==> src/dew_pkg.sv <==
// ----------------------------------------------------------------------------
// dew_pkg
// shared constants and types of the directory entry walker
// ----------------------------------------------------------------------------
package dew_pkg;

  localparam int unsigned NAME_MAX_BYTES = 255;
  localparam int unsigned HDR_BYTES      = 9;
  localparam int unsigned QUEUE_DEPTH    = 4;
  localparam int unsigned QPTR_W         = $clog2(QUEUE_DEPTH);
  localparam int unsigned QCNT_W         = $clog2(QUEUE_DEPTH + 1);
  localparam int unsigned CFG_ADDR_W     = 3;

  localparam logic [15:0] BUF_BYTES_RESET = 16'd8192;

  // register index, taken from paddr bit 2
  localparam logic REG_BUFFER_BYTES = 1'b0;

  typedef enum logic {
    KIND_NAME = 1'b0,
    KIND_END  = 1'b1
  } kind_t;

  // one queue word: an optional name byte followed by an optional end mark
  typedef struct packed {
    logic        name_vld;
    logic        end_vld;
    logic [31:0] inode;
    logic [15:0] rec_len;
    logic [7:0]  nlen_cut;
    logic [7:0]  ftype;
    logic [7:0]  name_char;
    logic        name_last;
  } qent_t;

endpackage

==> src/directory_entry_walker.sv <==
// ----------------------------------------------------------------------------
// directory_entry_walker
// walks ext2-style directory records and emits name bytes and an end word
// ----------------------------------------------------------------------------
// input words carry one buffer byte each; in_first_byte marks offset zero and
// restarts the walk. each record has a 9-byte little-endian header (inode,
// record length, name length, type) followed by the name. every name byte
// of a usable record comes out as one word with the header fields, cut to
// 255 bytes; one end word (result_kind 1, other fields zero) marks the stop.
// a byte can give a name word and an end word, in that order.
// one input word is taken per cycle while in_stall is low; each result word
// passes through the queue and then the output register. the result side
// delivers one word per cycle while out_stall is low.
// a four-word queue sits between classification and output; in_stall rises
// only while that queue is full, so output stalls reach the input once the
// output register and all four queue words are held.
// reset empties the queue, sets buffer_bytes to 8192 and leaves the walker
// idle until the next first-byte mark. buffer_bytes is at byte address 0.
// ----------------------------------------------------------------------------
module directory_entry_walker (
  input  logic                           clk,
  input  logic                           rst_n,
  input  logic                           in_valid,
  output logic                           in_stall,
  input  logic [7:0]                     in_data_byte,
  input  logic                           in_first_byte,
  output logic                           out_valid,
  input  logic                           out_stall,
  output logic                           out_result_kind,
  output logic [31:0]                    out_entry_inode,
  output logic [15:0]                    out_entry_record_length,
  output logic [7:0]                     out_entry_name_length,
  output logic [7:0]                     out_entry_type,
  output logic [7:0]                     out_name_char,
  output logic                           out_name_last,
  input  logic                           cfg_psel,
  input  logic                           cfg_penable,
  input  logic                           cfg_pwrite,
  input  logic [dew_pkg::CFG_ADDR_W-1:0] cfg_paddr,
  input  logic [31:0]                    cfg_pwdata,
  output logic [31:0]                    cfg_prdata,
  output logic                           cfg_pready
);
  import dew_pkg::*;

  logic [15:0] buf_bytes_r, buf_bytes_nxt;
  logic        cfg_wr;
  logic        q_push, q_pop, q_empty, q_full;
  qent_t       q_in, q_head;

  always_comb begin
    cfg_pready    = 1'b1;
    cfg_wr        = cfg_psel && cfg_penable && cfg_pwrite && cfg_pready;
    buf_bytes_nxt = buf_bytes_r;
    if (cfg_wr && cfg_paddr[2] == REG_BUFFER_BYTES) begin
      buf_bytes_nxt = cfg_pwdata[15:0];
    end
    cfg_prdata = '0;
    if (cfg_paddr[2] == REG_BUFFER_BYTES) begin
      cfg_prdata = {16'b0, buf_bytes_r};
    end
  end

  always_ff @(posedge clk) begin
    if (!rst_n) begin
      buf_bytes_r <= BUF_BYTES_RESET;
    end else begin
      buf_bytes_r <= buf_bytes_nxt;
    end
  end

  dew_front u_front (
    .clk           (clk),
    .rst_n         (rst_n),
    .in_valid      (in_valid),
    .in_stall      (in_stall),
    .in_data_byte  (in_data_byte),
    .in_first_byte (in_first_byte),
    .buffer_bytes  (buf_bytes_r),
    .q_full        (q_full),
    .q_push        (q_push),
    .q_ent         (q_in)
  );

  dew_queue u_queue (
    .clk      (clk),
    .rst_n    (rst_n),
    .push     (q_push),
    .push_ent (q_in),
    .pop      (q_pop),
    .head     (q_head),
    .empty    (q_empty),
    .full     (q_full)
  );

  dew_back u_back (
    .clk                     (clk),
    .rst_n                   (rst_n),
    .head                    (q_head),
    .q_empty                 (q_empty),
    .q_pop                   (q_pop),
    .out_valid               (out_valid),
    .out_stall               (out_stall),
    .out_result_kind         (out_result_kind),
    .out_entry_inode         (out_entry_inode),
    .out_entry_record_length (out_entry_record_length),
    .out_entry_name_length   (out_entry_name_length),
    .out_entry_type          (out_entry_type),
    .out_name_char           (out_name_char),
    .out_name_last           (out_name_last)
  );

endmodule

==> src/dew_front.sv <==
// ----------------------------------------------------------------------------
// dew_front
// accepts buffer bytes, tracks the record header and classifies each byte
// ----------------------------------------------------------------------------
module dew_front (
  input  logic           clk,
  input  logic           rst_n,
  input  logic           in_valid,
  output logic           in_stall,
  input  logic [7:0]     in_data_byte,
  input  logic           in_first_byte,
  input  logic [15:0]    buffer_bytes,
  input  logic           q_full,
  output logic           q_push,
  output dew_pkg::qent_t q_ent
);
  import dew_pkg::*;

  localparam logic [15:0] OFS_RLEN = 16'd4;
  localparam logic [15:0] OFS_NLEN = 16'd6;
  localparam logic [15:0] OFS_TYPE = 16'd8;
  localparam logic [15:0] HDR_W16  = 16'(HDR_BYTES);
  localparam logic [15:0] NMAX16   = 16'(NAME_MAX_BYTES);

  logic [15:0] k_r, k_nxt;
  logic [15:0] rs_r, rs_nxt;
  logic [31:0] inode_r, inode_nxt;
  logic [15:0] rlen_r, rlen_nxt;
  logic [15:0] nlen_r, nlen_nxt;
  logic [7:0]  typ_r, typ_nxt;
  logic        stopped_r, stopped_nxt;
  logic        evalid_r, evalid_nxt;

  logic        acc, active, short_buf;
  logic [15:0] k_c, rs_c, rlen_c, nlen_c, rlen_h, nlen_h;
  logic [31:0] inode_c, inode_h;
  logic [7:0]  typ_c, typ_h;
  logic        evalid_c;
  logic [16:0] rs_plus_len;
  logic [17:0] next_hdr_end;
  logic        bad_hdr, ent_ok, name_hit, rec_end, end_after;
  logic [7:0]  cut_len;
  logic [15:0] idx;

  always_comb begin
    acc       = in_valid && !q_full;
    in_stall  = q_full;
    short_buf = in_first_byte && (buffer_bytes < HDR_W16);
    active    = (in_first_byte || !stopped_r) && !short_buf;

    k_c      = in_first_byte ? '0 : k_r;
    rs_c     = in_first_byte ? '0 : rs_r;
    inode_c  = in_first_byte ? '0 : inode_r;
    rlen_c   = in_first_byte ? '0 : rlen_r;
    nlen_c   = in_first_byte ? '0 : nlen_r;
    typ_c    = in_first_byte ? '0 : typ_r;
    evalid_c = in_first_byte ? 1'b0 : evalid_r;

    // header capture, little endian, or-accumulated
    inode_h = inode_c;
    rlen_h  = rlen_c;
    nlen_h  = nlen_c;
    typ_h   = typ_c;
    if (k_c < OFS_RLEN) begin
      inode_h = inode_c | ({24'b0, in_data_byte} << {k_c[1:0], 3'b000});
    end else if (k_c < OFS_NLEN) begin
      rlen_h = rlen_c | ({8'b0, in_data_byte} << {k_c[0], 3'b000});
    end else if (k_c < OFS_TYPE) begin
      nlen_h = nlen_c | ({8'b0, in_data_byte} << {k_c[0], 3'b000});
    end else if (k_c == OFS_TYPE) begin
      typ_h = in_data_byte;
    end

    rs_plus_len = {1'b0, rs_c} + {1'b0, rlen_h};
    bad_hdr     = (k_c == OFS_TYPE) &&
                  ((rlen_h == '0) || (rs_plus_len > {1'b0, buffer_bytes}));
    ent_ok      = (inode_h != '0) && (nlen_h != '0) &&
                  (({1'b0, nlen_h} + {1'b0, HDR_W16}) <= {1'b0, rlen_h});

    cut_len  = (nlen_h > NMAX16) ? NMAX16[7:0] : nlen_h[7:0];
    idx      = k_c - HDR_W16;
    name_hit = (k_c > OFS_TYPE) && evalid_c && (idx < {8'b0, cut_len});

    rec_end      = !bad_hdr && (k_c >= OFS_TYPE) &&
                   (({1'b0, k_c} + 17'd1) == {1'b0, rlen_h});
    next_hdr_end = {1'b0, rs_plus_len} + {2'b0, HDR_W16};
    end_after    = rec_end && (next_hdr_end > {2'b0, buffer_bytes});

    q_ent.name_vld  = active && name_hit;
    q_ent.end_vld   = short_buf || (active && (bad_hdr || end_after));
    q_ent.inode     = inode_h;
    q_ent.rec_len   = rlen_h;
    q_ent.nlen_cut  = cut_len;
    q_ent.ftype     = typ_h;
    q_ent.name_char = in_data_byte;
    q_ent.name_last = ((idx + 16'd1) == {8'b0, cut_len});
    q_push          = acc && (q_ent.name_vld || q_ent.end_vld);

    k_nxt       = k_r;
    rs_nxt      = rs_r;
    inode_nxt   = inode_r;
    rlen_nxt    = rlen_r;
    nlen_nxt    = nlen_r;
    typ_nxt     = typ_r;
    stopped_nxt = stopped_r;
    evalid_nxt  = evalid_r;
    if (acc) begin
      if (short_buf) begin
        k_nxt       = '0;
        rs_nxt      = '0;
        inode_nxt   = '0;
        rlen_nxt    = '0;
        nlen_nxt    = '0;
        typ_nxt     = '0;
        evalid_nxt  = 1'b0;
        stopped_nxt = 1'b1;
      end else if (active) begin
        k_nxt       = k_c + 16'd1;
        rs_nxt      = rs_c;
        inode_nxt   = inode_h;
        rlen_nxt    = rlen_h;
        nlen_nxt    = nlen_h;
        typ_nxt     = typ_h;
        evalid_nxt  = (k_c == OFS_TYPE) ? ent_ok : evalid_c;
        stopped_nxt = bad_hdr;
        if (rec_end) begin
          k_nxt       = '0;
          rs_nxt      = rs_plus_len[15:0];
          inode_nxt   = '0;
          rlen_nxt    = '0;
          nlen_nxt    = '0;
          typ_nxt     = '0;
          evalid_nxt  = 1'b0;
          stopped_nxt = end_after;
        end
      end
    end
  end

  always_ff @(posedge clk) begin
    if (!rst_n) begin
      k_r       <= '0;
      rs_r      <= '0;
      inode_r   <= '0;
      rlen_r    <= '0;
      nlen_r    <= '0;
      typ_r     <= '0;
      stopped_r <= 1'b1;
      evalid_r  <= 1'b0;
    end else begin
      k_r       <= k_nxt;
      rs_r      <= rs_nxt;
      inode_r   <= inode_nxt;
      rlen_r    <= rlen_nxt;
      nlen_r    <= nlen_nxt;
      typ_r     <= typ_nxt;
      stopped_r <= stopped_nxt;
      evalid_r  <= evalid_nxt;
    end
  end

  a_push_not_full: assert property (@(posedge clk) disable iff (!rst_n)
    q_push |-> !q_full)
    else $error("push into full queue");

  a_quiet_when_stopped: assert property (@(posedge clk) disable iff (!rst_n)
    (stopped_r && !in_first_byte) |-> !q_push)
    else $error("result produced after walk stopped");

endmodule

==> src/dew_queue.sv <==
// ----------------------------------------------------------------------------
// dew_queue
// short fifo of classified words between front and back
// ----------------------------------------------------------------------------
module dew_queue (
  input  logic           clk,
  input  logic           rst_n,
  input  logic           push,
  input  dew_pkg::qent_t push_ent,
  input  logic           pop,
  output dew_pkg::qent_t head,
  output logic           empty,
  output logic           full
);
  import dew_pkg::*;

  qent_t             mem_r [QUEUE_DEPTH];
  logic [QPTR_W-1:0] wptr_r, wptr_nxt;
  logic [QPTR_W-1:0] rptr_r, rptr_nxt;
  logic [QCNT_W-1:0] cnt_r, cnt_nxt;

  always_comb begin
    empty    = (cnt_r == '0);
    full     = (cnt_r == QCNT_W'(QUEUE_DEPTH));
    head     = mem_r[rptr_r];
    wptr_nxt = push ? QPTR_W'(wptr_r + 1'b1) : wptr_r;
    rptr_nxt = pop ? QPTR_W'(rptr_r + 1'b1) : rptr_r;
    cnt_nxt  = cnt_r;
    if (push && !pop) begin
      cnt_nxt = cnt_r + 1'b1;
    end else if (pop && !push) begin
      cnt_nxt = cnt_r - 1'b1;
    end
  end

  always_ff @(posedge clk) begin
    if (push) begin
      mem_r[wptr_r] <= push_ent;
    end
  end

  always_ff @(posedge clk) begin
    if (!rst_n) begin
      wptr_r <= '0;
      rptr_r <= '0;
      cnt_r  <= '0;
    end else begin
      wptr_r <= wptr_nxt;
      rptr_r <= rptr_nxt;
      cnt_r  <= cnt_nxt;
    end
  end

  a_pop_not_empty: assert property (@(posedge clk) disable iff (!rst_n)
    pop |-> !empty)
    else $error("pop from empty queue");

  a_count_bound: assert property (@(posedge clk) disable iff (!rst_n)
    cnt_r <= QCNT_W'(QUEUE_DEPTH))
    else $error("queue count overflow");

endmodule

==> src/dew_back.sv <==
// ----------------------------------------------------------------------------
// dew_back
// drains queue words into the registered result channel
// ----------------------------------------------------------------------------
module dew_back (
  input  logic           clk,
  input  logic           rst_n,
  input  dew_pkg::qent_t head,
  input  logic           q_empty,
  output logic           q_pop,
  output logic           out_valid,
  input  logic           out_stall,
  output logic           out_result_kind,
  output logic [31:0]    out_entry_inode,
  output logic [15:0]    out_entry_record_length,
  output logic [7:0]     out_entry_name_length,
  output logic [7:0]     out_entry_type,
  output logic [7:0]     out_name_char,
  output logic           out_name_last
);
  import dew_pkg::*;

  logic        vld_r, vld_nxt;
  logic        phase_r, phase_nxt;
  kind_t       kind_r, kind_nxt;
  logic [31:0] inode_r, inode_nxt;
  logic [15:0] rlen_r, rlen_nxt;
  logic [7:0]  nlen_r, nlen_nxt;
  logic [7:0]  typ_r, typ_nxt;
  logic [7:0]  ch_r, ch_nxt;
  logic        last_r, last_nxt;
  logic        can_load;

  always_comb begin
    can_load  = !vld_r || !out_stall;
    q_pop     = 1'b0;
    vld_nxt   = vld_r && out_stall;
    phase_nxt = phase_r;
    kind_nxt  = kind_r;
    inode_nxt = inode_r;
    rlen_nxt  = rlen_r;
    nlen_nxt  = nlen_r;
    typ_nxt   = typ_r;
    ch_nxt    = ch_r;
    last_nxt  = last_r;
    if (can_load && !q_empty) begin
      vld_nxt = 1'b1;
      if (!phase_r && head.name_vld) begin
        kind_nxt  = KIND_NAME;
        inode_nxt = head.inode;
        rlen_nxt  = head.rec_len;
        nlen_nxt  = head.nlen_cut;
        typ_nxt   = head.ftype;
        ch_nxt    = head.name_char;
        last_nxt  = head.name_last;
        if (head.end_vld) begin
          phase_nxt = 1'b1;
        end else begin
          q_pop = 1'b1;
        end
      end else begin
        // end mark carries zero fields
        kind_nxt  = KIND_END;
        inode_nxt = '0;
        rlen_nxt  = '0;
        nlen_nxt  = '0;
        typ_nxt   = '0;
        ch_nxt    = '0;
        last_nxt  = 1'b0;
        phase_nxt = 1'b0;
        q_pop     = 1'b1;
      end
    end
  end

  always_ff @(posedge clk) begin
    if (!rst_n) begin
      vld_r   <= 1'b0;
      phase_r <= 1'b0;
      kind_r  <= KIND_NAME;
    end else begin
      vld_r   <= vld_nxt;
      phase_r <= phase_nxt;
      kind_r  <= kind_nxt;
    end
  end

  always_ff @(posedge clk) begin
    inode_r <= inode_nxt;
    rlen_r  <= rlen_nxt;
    nlen_r  <= nlen_nxt;
    typ_r   <= typ_nxt;
    ch_r    <= ch_nxt;
    last_r  <= last_nxt;
  end

  assign out_valid               = vld_r;
  assign out_result_kind         = kind_r;
  assign out_entry_inode         = inode_r;
  assign out_entry_record_length = rlen_r;
  assign out_entry_name_length   = nlen_r;
  assign out_entry_type          = typ_r;
  assign out_name_char           = ch_r;
  assign out_name_last           = last_r;

  a_end_is_zero: assert property (@(posedge clk) disable iff (!rst_n)
    (vld_r && kind_r == KIND_END) |->
      (inode_r == '0 && rlen_r == '0 && nlen_r == '0 && typ_r == '0 &&
       ch_r == '0 && !last_r))
    else $error("end word with nonzero fields");

  a_phase_has_head: assert property (@(posedge clk) disable iff (!rst_n)
    phase_r |-> !q_empty)
    else $error("pending end mark without queue word");

endmodule

==> config.mk <==
export PLATFORM = sky130hd
export DESIGN_NAME = directory_entry_walker
export DESIGN_NICKNAME = d
export VERILOG_FILES = /design/src/dew_pkg.sv /design/src/directory_entry_walker.sv /design/src/dew_front.sv /design/src/dew_queue.sv /design/src/dew_back.sv
export SDC_FILE = /design/constraint.sdc
export NUM_CORES = 1
export LEC_CHECK = 0
export BUFFER_PORTS_ARGS = -buffer_cell sky130_fd_sc_hd__buf_2
export CAP_MARGIN = 20
export CORE_MARGIN = 3
export CORE_UTILIZATION = 66
export DETAILED_ROUTE_END_ITERATION = 8
export MAX_ROUTING_LAYER = met4
export PLACE_DENSITY = 0.84
export SKIP_LAST_GASP = 1
export SLEW_MARGIN = 20
export SYNTH_ARGS = -nofsm -noshare
export SYNTH_HDL_FRONTEND = slang
export SYNTH_SLANG_ARGS = --single-unit
export TNS_END_PERCENT = 30
==> constraint.sdc <==
create_clock -name clk -period 25 [get_ports clk]
set_input_delay 1.25 -clock clk [delete_from_list [all_inputs] [get_ports clk]]
set_output_delay 1.25 -clock clk [all_outputs]
set_load 0.01 [all_outputs]
==> impl_summary.txt, run 1 <==
----------------------------------------------------
[Logic synthesis]
  Sequential cell area fraction in the yosys report ... 56.0%
  Share of the synthesized area in compound gates (AO/OA/AOI/OAI) ... 11.0%
  Share of synthesized registers carrying an async set or reset ... 0%
  Proportion of synthesized area in mux cells ... 7.15%
  Fraction of synthesized cell area in xor and xnor cells ... 3.12%
  Register bit count reported by yosys ... 507
  Number of flops mapped to enable cells by yosys ... 373
  Top cell type by total area after synthesis ... sky130_fd_sc_hd__edfxtp_1
  Post-Synth Adder-Cell Area ... 4.28%
  Commonest register cell after synthesis ... sky130_fd_sc_hd__edfxtp_1
  Area share of the largest cell type after synthesis ... 45.2%
  Synthesized area per cell ... 12.3 um2
  Total standard cell area after synthesis ... 24800 um2
  Synth Area in Simple Gates ... 14.8%
  Number of distinct library cells after synthesis ... 98
  Count of mapped cells out of synthesis ... 2008
  Number of warnings issued by yosys ... 0
  Combinational family with the most area after synthesis ... simple AND/OR/NAND/NOR gates
  Top area cells in the synthesized netlist ... sky130_fd_sc_hd__edfxtp_1, sky130_fd_sc_hd__dfxtp_1, sky130_fd_sc_hd__mux4_2

[Worst setup path]
  R2R depth ... 26
  Critical Path Fanout Max ... 57
  Most used cell, CP ... sky130_fd_sc_hd__nand2_1
  Endpoint class of the critical path ... flop
  Startpoint kind of the worst setup timing path ... primary input
  Setup CP Type ... primary input to flop
  Delay of the slowest cell on the worst path ... 0.76 ns
  Slowest stage cell on the critical path ... sky130_fd_sc_hd__buf_4
  Required time at the worst-slack endpoint ... 25.19 ns
  Critical path data arrival time ... 9.41 ns

[Finish]
  Layout cell share with drive strength beyond 1 ... 16.3%
  Area growth syn-to-layout ... 10.6%
  Final Net Count ... 2226
  Number of fill cells ... 2312

[Power]
  Clk pwr share ... 35.0%
  Pint ... 1.58 mW
  Worst ir drop on vdd ... 0.0000560 V
  Leak pwr ... 10.0 nW
  Switch Pwr ... 0.575 mW
  Combinational cell fraction of total power ... 17.2%
  Power per Cell Area ... 78.7 nW/um2
  Sequential share of power ... 47.9%
  Switching Fraction ... 26.7%

[Route]
  Post-DR wirelength/cell ... 22.9 um
  Vias per inst ... 6.44
  DRC Markers ... 0
  Pre-Repair DR Iteration Count ... 5
  1st-iter DRT viols ... 1631
  Remaining antenna violation count after routing ... 0
  Total Routed Length ... 59.7 mm
  Total vias in the final route ... 16800

[Floorplan]
  Core region area ... 36800 um2
  Horizontal die dimension ... 200 um
  Io pins ... 160
  Placement row count ... 70
  Overall die height ... 200 um
  Initial core utilization ... 67.4%
  Die Outline Area ... 39900 um2

[Timing]
  RSZ-0062 raised after global routing ... no
  Remaining max-slew budget at the tightest pin ... 24.5%
  Crit path time final ... 9.22 ns
  Setup TNS ... 0 ns
  Slew Limit Fails ... 0
  FMAX ... 108 MHz
  Setup slack of the critical path after layout ... 15.78 ns
  Final hold violations ... 0
  Tcrit/Tclk final ... 36.9%
  Transition time at the pin with the least slew margin ... 1.13 ns
  Setup Viol. Count Final ... 0
  Clock tree skew after final layout ... 0.0154 ns

[Global route]
  Largest net degree at the start of global routing ... 83
  Via count of the first global-routing pass ... 16900
  Total Routing Usage GR ... 31.0%
  First-pass GRT wire length ... 93.6 mm
  Total overflow reported by the global router ... 0
  Antenna violations before repair ... 1

[Placement]
  Final GP Congestion ... 0.962
  Port-buffer cells ... 124
  Detail Placement HPWL ... 38.3 mm
  Pre-CTS worst setup slack ... 15.44 ns

[Hold path]
  Worst hold path type ... flop to flop
  Hold path depth ... 2

[Clocking]
  Number of sinks handled by clock tree synthesis ... 507
  Resized cells post-CTS ... 0
  Number of CTS-inserted buffers ... 50
  CTS Buffer Depth ... 3
  Worst skew pair latency ... 0.57 ns
  Max H-tree Level ... 2
  TritonCTS clock tree ... yes
  Root Buffer Master ... sky130_fd_sc_hd__clkbuf_16
  Clock-pin transition on the worst setup and hold timing paths ... 0.07 ns
  Count of hold-fix buffers inserted at cts ... 0
  Setup repair bufs after CTS ... 0

[Flow run]
  Max-capacitance violation count ... 0

[Status]
  Status ... finished clean

----------------------------------------------------
path summary, 6_finish.rpt:
check,from,endpoint,slack (ns)
hold reg to reg,buf_bytes_r[14]$_SDFFE_PN0P_,buf_bytes_r[14]$_SDFFE_PN0P_,0.46
setup / recovery,in_first_byte,u_queue.mem_r[0][30]$_DFFE_PP_,15.78
setup reg to reg,u_front.k_r[10]$_SDFFE_PN0P_,u_queue.mem_r[0][30]$_DFFE_PP_,16.29
hold / removal,buf_bytes_r[14]$_SDFFE_PN0P_,buf_bytes_r[14]$_SDFFE_PN0P_,0.46
stage by stage:
stage | cells | power (mW) | hold WS, ns | area, um2 | util [%]
floorplan | 2023 | 1.29 | 0.436 | 24800 | -
global placement | 2508 | 1.40 | 0.446 | 25700 | 69.9
detailed placement | 2508 | 1.42 | 0.458 | 25700 | 69.9
CTS | 2602 | 2.17 | 0.467 | 27400 | 74.4
global route | 2604 | 2.24 | 0.488 | 27400 | 74.5
finish | 2604 | 2.16 | 0.464 | 27400 | 74.5
worst max-delay path, delay by kind of cell:
kind,cells,cell delay [ns]
AOI/OAI and AO/OA,7,1.24
and+or+nand+nor,11,2.61
muxes,1,0.31
xor gates and xnor gates,2,0.63
buffers and inverters,5,1.80
adders and majority gates,4,1.44
registers in the layout, indices dropped and copies added, names as in the netlist, named ones only:
name and count:
u_back.out_name_char 8, u_back.out_name_last 1, u_front.inode_r 32, u_front.evalid_r 1
u_back.out_entry_type 8, u_back.out_entry_record_length 16, u_front.rs_r 16, u_queue.mem_r 300
u_queue.wptr_r 2, u_queue.cnt_r 3, u_front.k_r 16, u_back.out_entry_name_length 8
u_front.typ_r 8, u_back.out_valid 1, u_back.phase_r 1, buf_bytes_r 16
u_front.stopped_r 1, u_front.nlen_r 16, u_back.out_entry_inode 32, u_front.rlen_r 16
u_back.out_result_kind 1, u_queue.rptr_r 2
area by class of cell:
cell class / count / area (um2) / share of cell area [%]
Antenna cell: 1 / 2.50 / 0.00913
Tap cell: 468 / 586 / 2.14
Multi-Input combinational cell: 1304 / 10100 / 36.9
Inverter: 75 / 284 / 1.04
Timing Repair Buffer: 155 / 876 / 3.20
Sequential cell: 507 / 13900 / 50.7
Clock buffer: 71 / 1460 / 5.31
Clock inverter: 23 / 208 / 0.758
power by group through the flow:
stage	Sequential, mW	Clock (mW)	Combinational [mW]
6_report	1.03	0.754	0.371
5_1_grt	1.04	0.791	0.403
4_1_cts	1.03	0.760	0.374
3_5_place_dp	1.05	0	0.370
3_3_place_gp	1.05	0	0.356
2_1_floorplan	1.08	0	0.212
kinds of logic after synthesis:
family          after synthesis
compound gates              377
xor+xnor                     86
fa+ha+maj                    84
buf+inv                     212
flops                       507
mux                          83
other cells                   2
simple gates                657
layer usage:
metal,wire (um),up-vias,global-route usage (%),part of all wire [%]
met5,0,-,-,0
met3,4150,148,4.30,7.0
met4,2100,0,12.2,3.5
met2,30100,730,51.6,50
met1,23300,8241,39.0,39
li1,-,7640,-,-
cells in the final DEF (no fill, tap or decap), types with 44 or more instances in the layout:
cell and n:
sky130_fd_sc_hd__a21oi_1 44, sky130_fd_sc_hd__a22oi_1 88, sky130_fd_sc_hd__buf_2 123, sky130_fd_sc_hd__clkbuf_16 54, sky130_fd_sc_hd__dfxtp_1 132, sky130_fd_sc_hd__edfxtp_1 373, sky130_fd_sc_hd__ha_1 80, sky130_fd_sc_hd__inv_1 73
sky130_fd_sc_hd__mux4_2 75, sky130_fd_sc_hd__nand2_1 134, sky130_fd_sc_hd__nor2_1 90, sky130_fd_sc_hd__nor2b_1 198, sky130_fd_sc_hd__o21ai_0 59, sky130_fd_sc_hd__xnor2_1 53
synth_stat cells (26+ instances only):
library cell / n
sky130_fd_sc_hd__dfxtp_1: 134
sky130_fd_sc_hd__nand2_1: 134
sky130_fd_sc_hd__edfxtp_1: 373
sky130_fd_sc_hd__xnor2_1: 53
sky130_fd_sc_hd__o21ai_0: 60
sky130_fd_sc_hd__ha_1: 80
sky130_fd_sc_hd__nor2_1: 90
sky130_fd_sc_hd__nor3_1: 26
sky130_fd_sc_hd__nand3_1: 38
sky130_fd_sc_hd__a21boi_0: 29
sky130_fd_sc_hd__mux4_2: 75
sky130_fd_sc_hd__xor2_1: 32
sky130_fd_sc_hd__nor2b_1: 199
sky130_fd_sc_hd__a21oi_1: 46
sky130_fd_sc_hd__inv_1: 73
sky130_fd_sc_hd__a22o_1: 28
sky130_fd_sc_hd__clkbuf_1: 82
sky130_fd_sc_hd__a22oi_1: 88
Note: power is estimated with default switching activity, not from simulation.
==> inputs of run 2 (changes only) <==
--- a/config.mk
+++ b/config.mk
@@ -8,10 +8,10 @@
 export BUFFER_PORTS_ARGS = -buffer_cell sky130_fd_sc_hd__buf_2
 export CAP_MARGIN = 20
 export CORE_MARGIN = 3
-export CORE_UTILIZATION = 66
+export CORE_UTILIZATION = 55
 export DETAILED_ROUTE_END_ITERATION = 8
 export MAX_ROUTING_LAYER = met4
-export PLACE_DENSITY = 0.84
+export PLACE_DENSITY = 0.74
 export SKIP_LAST_GASP = 1
 export SLEW_MARGIN = 20
 export SYNTH_ARGS = -nofsm -noshare
==> constraint.sdc (replaced) <==
create_clock -name clk -period 7.67 [get_ports clk]
set_input_delay 0.3835 -clock clk [delete_from_list [all_inputs] [get_ports clk]]
set_output_delay 0.3835 -clock clk [all_outputs]
set_load 0.01 [all_outputs]
==> run 2 against run 1 <==
  * Final cell count is 5.9% higher
  * Sequential share of layout area is 0.87 points lower
  * Routed wire length is 2.0% higher
  * Setup slack worse by 15 ns
  * Highest routed layer unchanged
  * Clock skew is 0.0033 ns higher
  * Clock power grew to 3.3 times the previous value
  * Combinational power grew to 3.2 times the previous value
  * First-iteration DRC count is 14% higher
  * Hold slack worse by 0.43 ns
  * Non-clock buffer count is 33 higher
==> impl_summary.txt, run 2 (same netlist as run 1, synthesis figures left out) <==
----------------------------------------------------
[Status]
  Status ... finished clean

[Power]
  Worst ir drop on vdd ... 0.000222 V (+300%)
  Leak pwr ... 10.2 nW (+1.9%)
  Power per Cell Area ... 252 nW/um2 (+220%)

[Global route]
  Largest net degree at the start of global routing ... 96 (+16%)
  Global routing usage on met1 ... 33.8% (-5.3 points)
  Routing usage on met3 ... 3.28% (-1.0 points)
  Via count of the first global-routing pass ... 16500 (-2.2%)
  Met2 track utilization from global routing ... 43.1% (-8.6 points)
  Total Routing Usage GR ... 26.3% (-4.7 points)
  Antenna violations before repair ... 0 (-1)
  Total overflow reported by the global router ... 0 (unchanged)
  First-pass GRT wire length ... 94.4 mm (+0.85%)
  Most heavily used metal layer in global routing ... met2

[Worst setup path]
  Critical path data arrival time ... 7.70 ns (-1.71 ns)
  Startpoint kind of the worst setup timing path ... flop
  Endpoint class of the critical path ... flop
  Most used cell, CP ... sky130_fd_sc_hd__ha_1
  Required time at the worst-slack endpoint ... 8.18 ns (-17.01 ns)
  Slowest stage cell on the critical path ... sky130_fd_sc_hd__or4_4
  Delay of the slowest cell on the worst path ... 0.58 ns (-0.18 ns)
  Critical Path Fanout Max ... 9 (-84%)
  Setup CP Type ... flop to flop

[Flow run]
  Max-capacitance violation count ... 0 (unchanged)

[Clocking]
  Max H-tree Level ... 2 (unchanged)
  Clock-pin transition on the worst setup and hold timing paths ... 0.07 ns (about the same)
  Root Buffer Master ... sky130_fd_sc_hd__clkbuf_16
  Worst skew pair latency ... 0.60 ns (+0.03 ns)
  Number of sinks handled by clock tree synthesis ... 507 (unchanged)
  Number of CTS-inserted buffers ... 49 (-2.0%)
  TritonCTS clock tree ... yes
  CTS Buffer Depth ... 3 (unchanged)

[Finish]
  Number of diodes ... 0 (-1)
  Top reg by flops ... u_queue.mem_r
  Number of fill cells ... 3398 (+47%)
  Area growth syn-to-layout ... 12.6%
  Final Net Count ... 2258 (+1.4%)
  Area of the multi-input gates ... 10100 um2 (+0.38%)
  Layout cell share with drive strength beyond 1 ... 18.3% (+2.0 points)
  Most frequent standard cell in the layout excluding fill and tap cells ... sky130_fd_sc_hd__edfxtp_1
  Most frequent cells in the layout ... sky130_fd_sc_hd__edfxtp_1, sky130_fd_sc_hd__nor2b_1, sky130_fd_sc_hd__nand2_1
  FF+latch area ... 13900 um2 (about the same)
  Number of flip-flops under the largest register name ... 300 (unchanged)

[Timing]
  Setup slack of the critical path after layout ... 0.484 ns (-15.30 ns)
  RSZ-0062 raised after global routing ... no
  Transition time at the pin with the least slew margin ... 1.06 ns (-0.0688 ns)
  Slew Limit Fails ... 0 (unchanged)
  FMAX ... 139 MHz
  Hold WS ... 0.0360 ns (-0.428 ns)
  Setup TNS ... 0 ns (unchanged)
  Crit path time final ... 7.19 ns
  Final hold violations ... 0 (unchanged)
  Setup Viol. Count Final ... 0 (unchanged)
  Tcrit/Tclk final ... 93.7%
  Clock tree skew after final layout ... 0.0186 ns (+0.00326 ns)
  Remaining max-slew budget at the tightest pin ... 29.1% (+4.6 points)

[Route]
  Total Routed Length ... 60.9 mm (+2.0%)
  Remaining antenna violation count after routing ... 0 (unchanged)
  Post-DR wirelength/cell ... 22.1 um (-3.6%)
  Pre-Repair DR Iteration Count ... 8 (+3)
  Total vias in the final route ... 16900 (+0.86%)
  1st-iter DRT viols ... 1858 (+14%)
  DRC Markers ... 0 (unchanged)
  Vias per inst ... 6.13 (-4.7%)

[Floorplan]
  Overall die height ... 218 um (+9.3%)
  Horizontal die dimension ... 218 um (+9.3%)
  Die Outline Area ... 47600 um2 (+19%)
  Io pins ... 160 (unchanged)
  Initial core utilization ... 55.9% (-11 points)
  Core region area ... 44300 um2 (+20%)
  Placement row count ... 77 (+10%)

[Hold path]
  Worst hold path type ... primary input to flop

[Placement]
  Port-buffer cells ... 124 (unchanged)
  Detail Placement HPWL ... 40.3 mm (+5.2%)
  Final GP Congestion ... 0.992 (+3.1%)
  Pre-CTS worst setup slack ... 0.263 ns (-15.17 ns)

----------------------------------------------------
run 2: worst max-delay path, delay by kind of cell, from the launching register on:
family | cells | cell delay (ns)
xor gates and xnor gates | 3 | 0.57
and+or+nand+nor | 13 | 2.92
AOI/OAI and AO/OA | 8 | 1.67
muxes | 1 | 0.28
adders and majority gates | 4 | 1.13
buffers and inverters | 2 | 0.14
DFF | 1 | 0.41
run 2: final cells by class:
cell class / count / share of cell area (%)
well taps: 592 / 2.66
inverters: 75 / 1.02
clock inverters: 25 / 1.04
repair buffers: 188 / 4.23
flip-flops and latches: 507 / 49.8
clock buffers: 66 / 4.88
multi-input cells: 1304 / 36.4
run 2: power breakdown:
group | internal (mW) | switching (mW) | leakage, nW
Combinational | 0.470 | 0.726 | 4.68
Sequential | 3.25 | 0.112 | 4.73
Clock | 1.43 | 1.04 | 0.808
run 2: final timing paths:
check                                  from                        endpoint  slack (ns)  cells after the start
min                          cfg_pwdata[13]    buf_bytes_r[13]$_SDFFE_PN1P_        0.04                      3
max            u_front.k_r[12]$_SDFFE_PN0P_   u_queue.cnt_r[2]$_SDFFE_PN0P_        0.48                     31
min reg2reg  u_front.nlen_r[0]$_SDFFE_PN0P_  u_front.nlen_r[0]$_SDFFE_PN0P_        0.46                      2
max reg2reg    u_front.k_r[12]$_SDFFE_PN0P_   u_queue.cnt_r[2]$_SDFFE_PN0P_        0.48                     31
run 2: what timing repair did:
| action | 4_1_cts | 5_1_grt |
|---|---|---|
| hold buffers | 0 | 0 |
| setup buffers | 0 | 1 |
| setup endpoints to repair | 0 | 166 |
| resized for setup | 0 | 11 |
run 2: routing by layer:
layer  vias to the layer above  wire length, um
met5                         -                0
met4                         0             2500
met3                       140             3900
met2                       664            29700
met1                      8388            24800
li1                       7711                -
run 2: through the flow:
stage	area, um2	std cells	util, %	total power, mW
after floorplan	24800	2023	-	4.21
after global placement	26200	2665	59.1	4.61
after detailed placement	26200	2665	59.1	4.64
after CTS	27800	2756	62.8	7.09
after global routing	27900	2757	62.9	7.30
final	27900	2757	62.9	7.02
==> inputs of run 3 (changes only) <==
--- a/config.mk
+++ b/config.mk
@@ -16,5 +16,6 @@
 export SLEW_MARGIN = 20
 export SYNTH_ARGS = -nofsm -noshare
 export SYNTH_HDL_FRONTEND = slang
+export SYNTH_HIERARCHICAL = 1
 export SYNTH_SLANG_ARGS = --single-unit
 export TNS_END_PERCENT = 30
==> run 3 against run 2 <==
  * Sequential power fell by 1%
  * Critical path type unchanged
  * Clock power increased by 9.3%
  * Maximum frequency down 0.51%
  * Largest cell class unchanged
  * Sequential share of layout area shrank 0.52 points
  * Register-to-register slack got worse by 0.04 ns
  * Non-clock buffer count increased by 27
  * Largest power group unchanged
==> impl_summary.txt, run 3 <==
----------------------------------------------------
[Status]
  Status ... finished clean

[Logic synthesis]
  Share of synthesized registers carrying an async set or reset ... 0% (unchanged)
  Number of warnings issued by yosys ... 6 (+6)
  Top area cells in the synthesized netlist ... sky130_fd_sc_hd__edfxtp_1, sky130_fd_sc_hd__dfxtp_1, sky130_fd_sc_hd__mux4_2
  Sequential cell area fraction in the yosys report ... 55.7% (-0.30 points)
  Synthesized area per cell ... 12.4 um2 (+0.64%)
  Most instantiated library cell after synthesis ... sky130_fd_sc_hd__edfxtp_1
  Top cell type by total area after synthesis ... sky130_fd_sc_hd__edfxtp_1
  Total standard cell area after synthesis ... 24900 um2 (+0.54%)
  Number of flops mapped to enable cells by yosys ... 373 (unchanged)
  Register bit count reported by yosys ... 507 (unchanged)
  Count of mapped cells out of synthesis ... 2006 (-0.10%)
  Area share of the largest cell type after synthesis ... 45.0% (-0.24 points)
  Post-synth top cells ... sky130_fd_sc_hd__edfxtp_1, sky130_fd_sc_hd__nand2_1, sky130_fd_sc_hd__dfxtp_1
  Number of distinct library cells after synthesis ... 97 (-1.0%)
  Commonest register cell after synthesis ... sky130_fd_sc_hd__edfxtp_1

[Clocking]
  Root Buffer Master ... sky130_fd_sc_hd__clkbuf_16
  Number of sinks handled by clock tree synthesis ... 507 (unchanged)
  CTS Buffer Depth ... 3 (unchanged)
  Max H-tree Level ... 2 (unchanged)
  Number of CTS-inserted buffers ... 51 (+4.1%)
  Worst skew pair latency ... 0.60 ns (about the same)
  Clock-pin transition on the worst setup and hold timing paths ... 0.06 ns (about the same)
  TritonCTS clock tree ... yes

[Route]
  Total vias in the final route ... 16900 (+0.077%)
  Total Routed Length ... 61.4 mm (+0.80%)
  Post-DR wirelength/cell ... 22.1 um (about the same)
  1st-iter DRT viols ... 1814 (-2.4%)
  Vias per inst ... 6.09 (-0.68%)
  Pre-Repair DR Iteration Count ... 5 (-3)
  DRC Markers ... 0 (unchanged)
  Remaining antenna violation count after routing ... 0 (unchanged)

[Worst setup path]
  Terminus of the critical flop-to-flop path ... u_queue/cnt_r[2]$_SDFFE_PN0P_
  Critical Path Fanout Max ... 5 (-4)
  Startpoint of the lowest-slack register-to-register path ... u_front/k_r[14]$_SDFFE_PN0P_
  Crit path max-delay family ... compound AO/OA/AOI/OAI gates
  Critical path buffers and inverters ... 2 (unchanged)
  Delay of the slowest cell on the worst path ... 0.40 ns (-0.18 ns)
  Slowest stage cell on the critical path ... sky130_fd_sc_hd__fa_1
  Critical path data arrival time ... 7.73 ns (+0.03 ns)
  R2R depth ... 33 (+6.5%)
  Flop2flop setup slack ... 0.45 ns (-0.04 ns)
  Startpoint kind of the worst setup timing path ... flop
  Setup CP Type ... flop to flop
  Start point of the critical path ... u_front/k_r[14]$_SDFFE_PN0P_
  Endpoint class of the critical path ... flop
  Required time at the worst-slack endpoint ... 8.18 ns (about the same)

[Finish]
  Top reg by flops ... u_queue/mem_r
  Number of flip-flops under the largest register name ... 300 (unchanged)
  Most frequent standard cell in the layout excluding fill and tap cells ... sky130_fd_sc_hd__edfxtp_1
  Fin cells ... 2778 (+0.76%)
  Layout cell share with drive strength beyond 1 ... 20.8% (+2.5 points)
  Post-layout util ... 63.3% (+0.39 points)
  Most frequent cells in the layout ... sky130_fd_sc_hd__edfxtp_1, sky130_fd_sc_hd__nand2_1, sky130_fd_sc_hd__dfxtp_1
  Area growth syn-to-layout ... 13.1%
  Final Net Count ... 2273 (+0.66%)
  Post-route cell area ... 28200 um2 (+1.1%)

[Power]
  Power per Cell Area ... 250 nW/um2 (-0.85%)
  Leak pwr ... 10.5 nW (+2.5%)
  Tot Pwr ... 7.04 mW (+0.20%)
  Worst ir drop on vdd ... 0.000220 V (-1.0%)

[Global route]
  First-pass GRT wire length ... 96.2 mm (+1.9%)
  Largest net degree at the start of global routing ... 86 (-10%)
  Via count of the first global-routing pass ... 16400 (-0.61%)
  Total Routing Usage GR ... 26.6% (+0.29 points)
  Total overflow reported by the global router ... 0 (unchanged)
  Antenna violations before repair ... 1 (+1)

[Placement]
  Placement-stage cell area ... 26300 um2 (+0.29%)
  Final GP Congestion ... 0.951 (-4.1%)
  Cells after DPL ... 2678 (+0.49%)
  Detail Placement HPWL ... 41.0 mm (+1.7%)
  Pre-CTS worst setup slack ... 0.0976 ns (-0.165 ns)
  Port-buffer cells ... 124 (unchanged)

[Floorplan]
  Horizontal die dimension ... 219 um (+0.26%)
  Io pins ... 160 (unchanged)
  Placement row count ... 77 (unchanged)
  Overall die height ... 219 um (+0.26%)
  Core region area ... 44500 um2 (+0.43%)
  Initial core utilization ... 56.0% (about the same)
  Die Outline Area ... 47900 um2 (+0.52%)

[Hold path]
  Worst hold path type ... primary input to flop
  Hold path depth ... 3 (unchanged)
  Worst Min Path Start ... cfg_pwdata[3]
  Hold Path Sink ... buf_bytes_r[3]$_SDFFE_PN0P_

[Timing]
  Clock tree skew after final layout ... 0.0214 ns (+0.00276 ns)
  Crit path time final ... 7.22 ns (+0.0366 ns)
  Transition time at the pin with the least slew margin ... 1.06 ns (+0.000872 ns)
  Tcrit/Tclk final ... 94.2% (+0.48 points)
  Setup Viol. Count Final ... 0 (unchanged)
  Final hold violations ... 0 (unchanged)
  FMAX ... 138 MHz (-0.51%)
  Setup TNS ... 0 ns (unchanged)
  Slew Limit Fails ... 0 (unchanged)
  Remaining max-slew budget at the tightest pin ... 29.4% (+0.33 points)
  Hold WS ... 0.0300 ns (-0.00597 ns)
  Setup slack of the critical path after layout ... 0.447 ns (-0.0366 ns)

[Flow run]
  Max-capacitance violation count ... 0 (unchanged)

----------------------------------------------------
run 3: worst min-delay path, stage by stage:
cell and delay (ns):
sky130_fd_sc_hd__buf_2 0.09, sky130_fd_sc_hd__nand2_1 0.05, sky130_fd_sc_hd__mux2i_1 0.06
run 3: report_power, final:
| group | switching (mW) | internal (mW) | total (mW) | leakage [nW] |
|---|---|---|---|---|
| Combinational | 0.609 | 0.426 | 1.03 | 5.03 |
| Sequential | 0.102 | 3.21 | 3.32 | 4.55 |
| Clock | 1.07 | 1.62 | 2.69 | 0.886 |
| Total | 1.78 | 5.26 | 7.04 | 10.5 |
run 3: worst max path at each step:
| stage | endpoint | slack, ns | cells past startpoint |
|---|---|---|---|
| after floorplan | u_queue/mem_r[1][0]$_DFFE_PP_ | -0.11 | 34 |
| after global placement | u_queue/cnt_r[2]$_SDFFE_PN0P_ | 0.27 | 34 |
| after detailed placement | u_queue/cnt_r[2]$_SDFFE_PN0P_ | 0.1 | 34 |
| after CTS | u_queue/cnt_r[2]$_SDFFE_PN0P_ | 0.14 | 33 |
| after global routing | u_queue/cnt_r[2]$_SDFFE_PN0P_ | -0.02 | 33 |
| final | u_queue/cnt_r[2]$_SDFFE_PN0P_ | 0.45 | 33 |
run 3: layer usage:
metal  track usage (%)  share of wire [%]
met1              38.4                 44
met5                 -                  0
met3              4.60                7.7
met4              7.56                2.6
met2              39.3                 46
run 3: area by class of cell:
| class | instances | area, um2 |
|---|---|---|
| multi-input combinational | 1289 | 10000 |
| fill | 3341 | 16300 |
| antenna | 1 | 2.50 |
| inverter | 78 | 298 |
| tap | 592 | 741 |
| timing repair buffer | 215 | 1420 |
| clock inverter | 29 | 412 |
| sequential | 507 | 13900 |
| clock buffer | 67 | 1420 |
run 3: cell families after synthesis:
group | count (synthesis) | share of synthesized area [%]
adder cells (fa/ha/maj) | 82 | 4.16
buffers and inverters | 225 | 4.77
XOR/XNOR | 82 | 2.97
flip-flops | 507 | 55.7
AND/OR/NAND/NOR | 628 | 13.5
AO/OA/AOI/OAI | 377 | 10.9
other | 2 | 0.0301
multiplexers | 103 | 7.91
run 3: repair_timing:
item / in CTS / in global routing
endpoints found under the setup margin: 0 / 302
buffers inserted: 0 / 2
gates resized for setup: 0 / 24
hold buffers: 1 / 0
hold endpoints to repair: 1 / 0
